**config.mk**
```make
export PLATFORM = sky130hd
export DESIGN_NAME = ab5v_ram
export DESIGN_NICKNAME = d
export VERILOG_FILES = /design/src/rtl/ab5v_ram.sv
export SDC_FILE = /design/constraint.sdc
export NUM_CORES = 1
export LEC_CHECK = 0
export ABC_AREA = 1
export BUFFER_PORTS_ARGS = -buffer_cell sky130_fd_sc_hd__buf_4
export CAP_MARGIN = 20
export CORE_MARGIN = 2
export CORE_UTILIZATION = 57
export CTS_CLUSTER_SIZE = 16
export DETAILED_ROUTE_END_ITERATION = 6
export GPL_ROUTABILITY_DRIVEN = 0
export HOLD_SLACK_MARGIN = 0.03
export PLACE_DENSITY_LB_ADDON = 0.2
export REMOVE_ABC_BUFFERS = 1
export SLEW_MARGIN = 20
export SYNTH_ARGS = -nofsm -noshare
export SYNTH_HDL_FRONTEND = slang
export SYNTH_SLANG_ARGS = --single-unit
```
**constraint.sdc**
```tcl
create_clock -name clk -period 2.7 [get_ports clk]
set_input_delay 0 -clock clk [delete_from_list [all_inputs] [get_ports clk]]
set_output_delay 0 -clock clk [all_outputs]
set_load 0.05 [all_outputs]
```
**src/rtl/ab5v_ram.sv**
```systemverilog
// Generic single-port-write, single-port-read RAM with registered read data.
`default_nettype none

module ab5v_ram #(
	parameter int WIDTH = 8,
	parameter int DEPTH = 16,
	localparam int AW = (DEPTH > 1) ? $clog2(DEPTH) : 1
) (
	input  wire logic             clk,
	input  wire logic             we,
	input  wire logic [AW-1:0]    waddr,
	input  wire logic [WIDTH-1:0] wdata,
	input  wire logic             re,
	input  wire logic [AW-1:0]    raddr,
	output logic      [WIDTH-1:0] rdata
);

	logic [WIDTH-1:0] mem [DEPTH];

	always_ff @(posedge clk) begin
		if (we) begin
			mem[waddr] <= wdata;
		end
		if (re) begin
			rdata <= mem[raddr];
		end
	end

endmodule

`default_nettype wire

```
==> impl_metrics.csv, run 1 <==
group,metric,value,unit
route,wl_per_cell,17.28,um
clock_tree,cts_setup_buffers,0,
timing,fmax,715.9,MHz
synthesis,synth-seq-area-share,69.85,%
place,hpwl,7342,um
clock_tree,cts_resized,0,
grt,use_met1,33.55,%
final_layout,syn2layout_area_growth,13.76,%
clock_tree,path_clk_slew,0.05,ns
grt,grt_antenna_before_repair,0,
clock_tree,numCtsBuffers,17,
grt,track_usage,24.33,%
critical_path,worstPathArrival,1.67,ns
clock_tree,clk_latency,0.52,ns
route,drtPass1Iterations,5,
timing,slew_violations,0,
place,post_dp_cell_area,0.006057,mm2
timing,hold_ws,0.09982,ns
timing,setup_slack,1.303,ns
timing,slew_headroom,41.64,%
job,cap_violations,0,
final_layout,final-seq-area,0.004084,mm2
final_layout,multi_input_area,0.001214,mm2
route,dr_total_vias,3826,
grt,overflow,0,
grt,grt_pass1_vias,3750,
route,vias_per_cell,5.263,
pwr,leakagePower,2.846,nW
grt,grtUsageMet2,37.14,%
place,place_ws,1.207,ns
critical_path,criticalPathCategory,"input port to flop",
final_layout,diodes,0,
final_layout,fillers,721,
worst_hold_path,hold_path.class,"input port to flop",
synthesis,synth_seq_cells,136,
synthesis,ys_warn_count,0,
clock_tree,hold_buffers,11,
grt,use_met3,6.370,%
timing,tns,0,ns
final_layout,final_common_cell,"nand2_1",
critical_path,endpoint_kind,"flop",
grt,grt_max_degree,65,
critical_path,start_kind,"input port",
grt,grt_pass1_wl,19710,um
floorplanning,die_h,105.3,um
grt,busiest_layer,"met2",
synthesis,ys_types,11,
run_status,status,"finished, final reports clean",
timing,final_hold_viol_count,0,
final_layout,layout-drive-gt1-share,8.418,%
pwr,power_density,700.2,mW/mm2
floorplanning,io_pins,27,
clock_tree,cts_buffer_depth,2,
floorplanning,start_util,59.27,%
floorplanning,num_rows,36,
place,port_buffers,26,
synthesis,syn_area_per_cell,10.61,um2
final_layout,final_area,0.006651,mm2
timing,finalCritPeriodShare,51.73,%
floorplanning,die_area,0.01108,mm2
route,drc,0,
floorplanning,die_w,105.3,um
route,drt-total-wl,12560,um
critical_path,cp.required,2.97,ns
synthesis,synth_area,0.005847,mm2
pwr,ir_worst_vdd,0.3735,mV
route,first_iter_violations,324,
final_layout,nets,604,
route,drtAntennaViolNets,0,
timing,skew,0.004492,ns
clock_tree,cts_max_level,4,
timing,worstMarginPinSlew,0.8722,ns
clock_tree,cts_tree,"done",
timing,rsz0062_at_grt,"false",
clock_tree,root_buffer,"clkbuf_8",
synthesis,syn-instance-count,551,
timing,setup_viol_count_final,0,
clock_tree,cts.sinks,136,
timing,period_minus_slack,1.397,ns
final_layout,mostFrequentLayoutCells,"nand2_1 (173), edfxtp_1 (136), inv_1 (100), nand3_1 (97), buf_4 (28)",
critical_path,crit_fanout,17,
floorplanning,core_area,0.009864,mm2
==> critical path, stage by stage <==
cell and delay, ns:
dlygate4sd3_1 0.54, buf_4 0.21, inv_1 0.49, nand3_1 0.20, nand3_1 0.14, nand2_1 0.07
==> synthesized netlist by cell type <==
| cell type | count | area share, % |
|---|---|---|
| nor2_1 | 17 | 1.1 |
| inv_1 | 100 | 6.4 |
| nand3b_1 | 2 | 0.26 |
| buf_1 | 1 | 0.064 |
| buf_6 | 6 | 1.2 |
| buf_4 | 4 | 0.51 |
| nand2_1 | 173 | 11 |
| buf_2 | 13 | 1.1 |
| nand3_1 | 97 | 8.3 |
| inv_2 | 2 | 0.13 |
| edfxtp_1 | 136 | 70 |
==> flip-flops by register name, summed over array words and instances (netlist names) <==
register  flops
mem         128
rdata         8
==> final cells by class <==
type / count / share of cell area [%]
inverters: 102 / 5.756
well taps: 133 / 2.502
clock inverters: 9 / 0.9406
flip-flops and latches: 136 / 61.40
multi-input cells: 289 / 18.25
clock buffers: 19 / 6.339
repair buffers: 39 / 4.816
==> stage by stage <==
| stage | instances | total power [mW] | utilization [%] |
|---|---|---|---|
| floorplan | 527 | 2.597 | - |
| global placement | 688 | 2.741 | 61.40 |
| detailed placement | 688 | 2.748 | 61.40 |
| CTS | 727 | 4.666 | 67.43 |
| global route | 727 | 4.799 | 67.43 |
| finish | 727 | 4.657 | 67.43 |
==> cells by family after synthesis <==
| family | Yosys count | synth area share (%) |
|---|---|---|
| simple gates | 289 | 20.76 |
| buf+inv | 126 | 9.394 |
| flops | 136 | 69.85 |
==> layer usage <==
metal  vias up  share of wire, %
met1      1787                42
met4         0               1.4
met5         -                 0
met3        17               8.9
met2       177                47
li1       1845                 -
==> path summary, 6_finish.rpt <==
path,end,slack (ns),start,cells past startpoint
max,rdata[4],1.30,raddr[2],6
min,mem[3][6],0.1,waddr[3],4
max reg2reg,rdata[2],1.47,mem[12][2],6
min reg2reg,rdata[0],0.74,mem[10][0],6
==> report_power, final <==
part | switching, mW | total, mW | internal, mW
clock network | 0.763 | 1.94 | 1.17
registers | 0.0134 | 2.39 | 2.38
logic | 0.231 | 0.328 | 0.0969
Note: power is estimated with default switching activity, not from simulation.
==> run 2: changes to the inputs <==
Clock period 2.7 ns to 1.42 ns, I/O delays scaled along.
==> impl_metrics.csv, run 2 (synthesis results as in run 1) <==
group,metric,value,unit
timing,fmax,848.3,MHz
final_layout,nets,626,
route,dr_total_vias,3995,
clock_tree,cts_buffer_depth,2,
floorplanning,die_area,0.01108,mm2
route,drtPass1Iterations,7,
timing,setup_viol_count_final,0,
clock_tree,cts_tree,"done",
pwr,leakagePower,3.030,nW
route,wl_per_cell,16.61,um
timing,setup_slack,0.2411,ns
floorplanning,start_util,59.27,%
route,first_iter_violations,346,
place,hpwl,7503,um
pwr,power_frac_clock,45.2,%
run_status,status,"finished, final reports clean",
timing,period_minus_slack,1.179,ns
clock_tree,cts.sinks,136,
route,vias_per_cell,5.305,
critical_path,reg2reg_slack,0.24,ns
timing,final_hold_viol_count,0,
timing,slew_headroom,73.10,%
clock_tree,path_clk_slew,0.06,ns
job,cap_violations,0,
floorplanning,core_area,0.009864,mm2
timing,skew,0.004941,ns
clock_tree,cts_setup_buffers,0,
critical_path,criticalPathCategory,"flop to flop",
final_layout,largestRegisters,"mem (128), rdata (8)",
pwr,power.total,9.507,mW
route,drtAntennaViolNets,0,
floorplanning,die_h,105.3,um
final_layout,largest_reg_flops,128,
critical_path,cp.required,1.68,ns
pwr,p_comb_share,6.9,%
timing,rsz0062_at_grt,"false",
floorplanning,io_pins,27,
final_layout,syn2layout_area_growth,19.11,%
final_layout,diodes,0,
final_layout,mostFrequentLayoutCells,"nand2_1 (173), edfxtp_1 (136), inv_1 (100), nand3_1 (97), buf_4 (46)",
critical_path,worstPathArrival,1.44,ns
final_layout,layout-drive-gt1-share,12.58,%
clock_tree,clk_latency,0.52,ns
grt,grt_max_degree,44,
route,drc,0,
timing,hold_ws,0.1058,ns
critical_path,crit_fanout,1,
clock_tree,root_buffer,"clkbuf_8",
worst_hold_path,hold_path.class,"input port to flop",
critical_path,endpoint_kind,"flop",
final_layout,utilization,70.60,%
pwr,intPower,7.557,mW
place,place_ws,0.2635,ns
timing,tns,0,ns
final_layout,largest-register,"mem",
grt,grt_antenna_before_repair,0,
clock_tree,cts_max_level,4,
final_layout,fillers,691,
grt,overflow,0,
timing,slew_violations,0,
pwr,sequentialPowerShare,47.9,%
timing,finalCritPeriodShare,83.02,%
critical_path,start_kind,"flop",
grt,track_usage,24.18,%
route,drt-total-wl,12510,um
clock_tree,numCtsBuffers,17,
place,port_buffers,26,
timing,worstMarginPinSlew,0.4035,ns
pwr,swShare,20.51,%
pwr,ir_worst_vdd,1.090,mV
floorplanning,num_rows,36,
grt,grt_pass1_vias,4016,
pwr,power.switching,1.950,mW
pwr,power_density,1365,mW/mm2
floorplanning,die_w,105.3,um
final_layout,final_common_cell,"nand2_1",
grt,grt_pass1_wl,20010,um
## run 2: cell count changes in the layout (fill, tap and decap cells not counted)
cell and delta:
buf_12 +4, buf_4 +18, bufinv_16 +3, clkbuf_1 +1, clkinv_1 -3, clkinv_2 +3
## run 2: worst max-delay path, stage by stage, from the launching register on
cell	delay, ns
edfxtp_1	0.37
inv_1	0.07
nand2_1	0.04
nand3_1	0.08
nand3_1	0.09
nand3_1	0.17
nand2_1	0.09
## run 2: layer usage
layer | share of wire [%] | track usage (%)
met5 | 0 | 0
met4 | 1.8 | 9.905
met3 | 8.1 | 5.751
met2 | 51 | 40.55
met1 | 40 | 30.31
## run 2: power groups by stage
stage	logic [mW]	clock network, mW	registers, mW
final	0.659	4.30	4.55
after global routing	0.725	4.51	4.56
after CTS	0.661	4.34	4.55
after detailed placement	0.630	0	4.63
after global placement	0.619	0	4.63
after floorplan	0.243	0	4.70
## run 2: cell type report
cell class	count	area [um2]	area share, %
Tap cell	133	166.4	2.390
Inverter	102	382.9	5.498
Timing Repair Buffer	61	535.5	7.690
Clock buffer	20	425.4	6.109
Sequential cell	136	4084	58.64
Clock inverter	12	156.4	2.246
Multi-Input combinational cell	289	1214	17.43
## run 2: final timing paths
path | from | endpoint | cells past startpoint
setup / recovery | mem[7][3] | rdata[3] | 6
hold / removal | we | mem[0][4] | 4
setup reg to reg | mem[7][3] | rdata[3] | 6
hold reg to reg | mem[2][5] | rdata[5] | 6
## run 2: what timing repair did
item | 4_1_cts | 5_1_grt
hold endpoints to repair | 144 | 0
setup endpoints to repair | 0 | 0
hold buffers | 11 | 0
gates resized for setup | 0 | 0
## run 2: stage by stage
step | instances | instance area, um2
after global routing | 753 | 6964
after detailed placement | 710 | 6272
after global placement | 710 | 6272
after CTS | 753 | 6964
final | 753 | 6964
after floorplan | 527 | 5680
==> run 3: changes to the inputs <==
Settings changed: ABC_AREA 1 to 0.
Clock period 1.42 ns to 1.1 ns, I/O delays scaled along.
==> impl_metrics.csv, run 3 <==
group,metric,value,unit
critical_path,endpoint_kind,"flop",
synthesis,yosys-mux-area-fraction,14.79,%
floorplanning,io_pins,27,
route,drt-total-wl,10300,um
clock_tree,cts_setup_buffers,0,
pwr,leakagePower,2.204,nW
floorplanning,die_area,0.009953,mm2
critical_path,path_delay_family,"multiplexers",
timing,final_hold_viol_count,0,
critical_path,cp-endpoint,"rdata[2]",
route,drc,0,
route,dr_total_vias,2553,
timing,period_minus_slack,1.456,ns
floorplanning,num_rows,34,
synthesis,synth_top_family_by_area,"multiplexers",
timing,rsz0062_at_grt,"true",
synthesis,synth-compound-area-share,2.298,%
clock_tree,cts.sinks,136,
final_layout,layout-drive-gt1-share,38.34,%
timing,skew,0.01270,ns
synthesis,synthArstFlopShare,0,%
floorplanning,start_util,59.36,%
critical_path,r2r_end,"rdata[2]",
critical_path,path_buf_inv,0,
place,post_dp_cell_area,0.005729,mm2
clock_tree,path_clk_slew,0.06,ns
synthesis,synth_common_cells,"edfxtp_1 (136), mux4_2 (18), a22oi_1 (16), mux4_1 (14), nor2_1 (13)",
synthesis,synthXorXnorAreaFrac,0,%
critical_path,reg2reg_depth,3,
route,vias_per_cell,6.064,
worst_hold_path,hold_path.class,"input port to flop",
synthesis,synth-seq-area-share,78.12,%
run_status,status,"finished, violations left",
synthesis,synthAdderAreaFrac,0,%
critical_path,crit_fanout,1,
critical_path,path_depth,3,
synthesis,synthTopCellsByArea,"edfxtp_1 (78%), mux4_2 (7.8%), mux4_1 (7.0%)",
run_status,violations,"setup timing",
place,dp_cells,379,
grt,grt_antenna_before_repair,0,
pwr,ir_worst_vdd,1.033,mV
clock_tree,cts_tree,"done",
final_layout,mostFrequentLayoutCells,"edfxtp_1 (136), buf_4 (39), mux4_2 (28), clkbuf_16 (16), nor2_1 (13)",
grt,grt_max_degree,17,
grt,grt_pass1_vias,2656,
critical_path,start_kind,"flop",
pwr,power.total,12.60,mW
final_layout,largest-register,"mem",
critical_path,reg2reg_slack,-0.36,ns
critical_path,worstPathCellList,"mux4_2 > a22oi_2 > nand2_1",
final_layout,final_common_cell,"edfxtp_1",
floorplanning,die_h,99.77,um
route,drtPass1Iterations,4,
place,port_buffers,26,
synthesis,synth_area,0.005228,mm2
synthesis,synth_top_area_share,78.12,%
timing,hold_ws,0.1008,ns
place,hpwl,6181,um
route,drtAntennaViolNets,0,
critical_path,critPathMaxStageDelay,0.49,ns
grt,grt_pass1_wl,15930,um
critical_path,criticalPathCategory,"flop to flop",
grt,track_usage,23.21,%
clock_tree,clk_latency,0.53,ns
pwr,power_density,1936,mW/mm2
synthesis,synth_seq_cells,136,
final_layout,syn2layout_area_growth,24.44,%
timing,worstMarginPinSlew,1.059,ns
timing,slew_violations,0,
synthesis,syn_area_per_cell,22.83,um2
critical_path,crit_path_top_delay_cell,"mux4_2",
timing,fmax,686.7,MHz
final_layout,fillers,496,
timing,setup_slack,-0.3562,ns
final_layout,largest_reg_flops,128,
final_layout,utilization,73.87,%
critical_path,rr_startpoint,"mem[8][2]",
place,place_ws,-0.3710,ns
clock_tree,cts_max_level,4,
synthesis,yosys.area_share.simple,3.135,%
timing,finalCritPeriodShare,132.4,%
route,wl_per_cell,24.46,um
route,first_iter_violations,228,
clock_tree,numCtsBuffers,17,
final_layout,diodes,0,
synthesis,yosys.area.top_type,"edfxtp_1",
synthesis,syn-instance-count,229,
final_layout,final_cells,421,
synthesis,yosysMostFrequentCell,"edfxtp_1",
timing,tns,-2.471,ns
synthesis,synthFlopType,"edfxtp_1",
grt,overflow,0,
job,cap_violations,0,
final_layout,final_area,0.006505,mm2
floorplanning,core_area,0.008806,mm2
critical_path,crit_start,"mem[8][2]",
final_layout,largestRegisters,"mem (128), rdata (8)",
final_layout,nets,320,
clock_tree,cts_buffer_depth,2,
timing,slew_headroom,29.11,%
critical_path,worstPathArrival,1.73,ns
clock_tree,root_buffer,"clkbuf_8",
critical_path,cp.required,1.37,ns
floorplanning,die_w,99.77,um
timing,setup_viol_count_final,13,
synthesis,ys_warn_count,0,
synthesis,ys_types,18,
synthesis,synth_edf_count,136,
==> run 3: area by class of cell <==
class	count	area (um2)	area share, %
multi-input cells	83	1070	16.45
flip-flops and latches	136	4084	62.78
clock buffers	19	421.7	6.482
well taps	108	135.1	2.077
clock inverters	12	201.4	3.097
repair buffers	63	593.1	9.117
==> run 3: how the worst min path moves through the flow <==
stage / startpoint / end / slack, ns / depth (start not counted)
2_1_floorplan: wdata[0] / mem[0][0] / 0.1 / 0
5_1_grt: waddr[3] / mem[2][0] / 0.11 / 4
6_report: waddr[3] / mem[1][0] / 0.10 / 4
4_1_cts: waddr[3] / mem[1][0] / 0.08 / 4
3_3_place_gp: wdata[5] / mem[13][5] / 0.30 / 1
3_5_place_dp: wdata[3] / mem[15][3] / 0.31 / 1
==> run 3: timing repair <==
item,in CTS,in global routing
hold buffers,11,0
gates cloned,0,0
endpoints found under the setup margin,16,16
gates resized for setup,22,6
pin swaps,6,3
endpoints found under the hold margin,168,0
==> run 3: kinds of logic after synthesis <==
| group | Yosys count |
|---|---|
| AO/OA/AOI/OAI | 16 |
| multiplexers | 32 |
| AND/OR/NAND/NOR | 35 |
| flip-flops | 136 |
| buffers and inverters | 10 |
==> run 3: layer usage <==
layer / wire, um / part of all wire, % / up-vias / GRT usage [%]
li1: - / - / 1113 / -
met2: 5177 / 50 / 124 / 35.14
met4: 135 / 1.3 / 0 / 9.062
met1: 4278 / 42 / 1305 / 33.21
met5: 0 / 0 / - / 0
met3: 708 / 6.9 / 11 / 5.973
==> run 3: tightest hold or removal path, cell delays in order <==
cell and delay [ns]:
buf_4 0.08, or3b_2 0.14, nor2_1 0.04, buf_4 0.18
==> run 3: where the power goes <==
part | internal, mW | switching, mW
sequential | 5.84 | 0.0419
clock | 3.89 | 2.06
combinational | 0.349 | 0.413
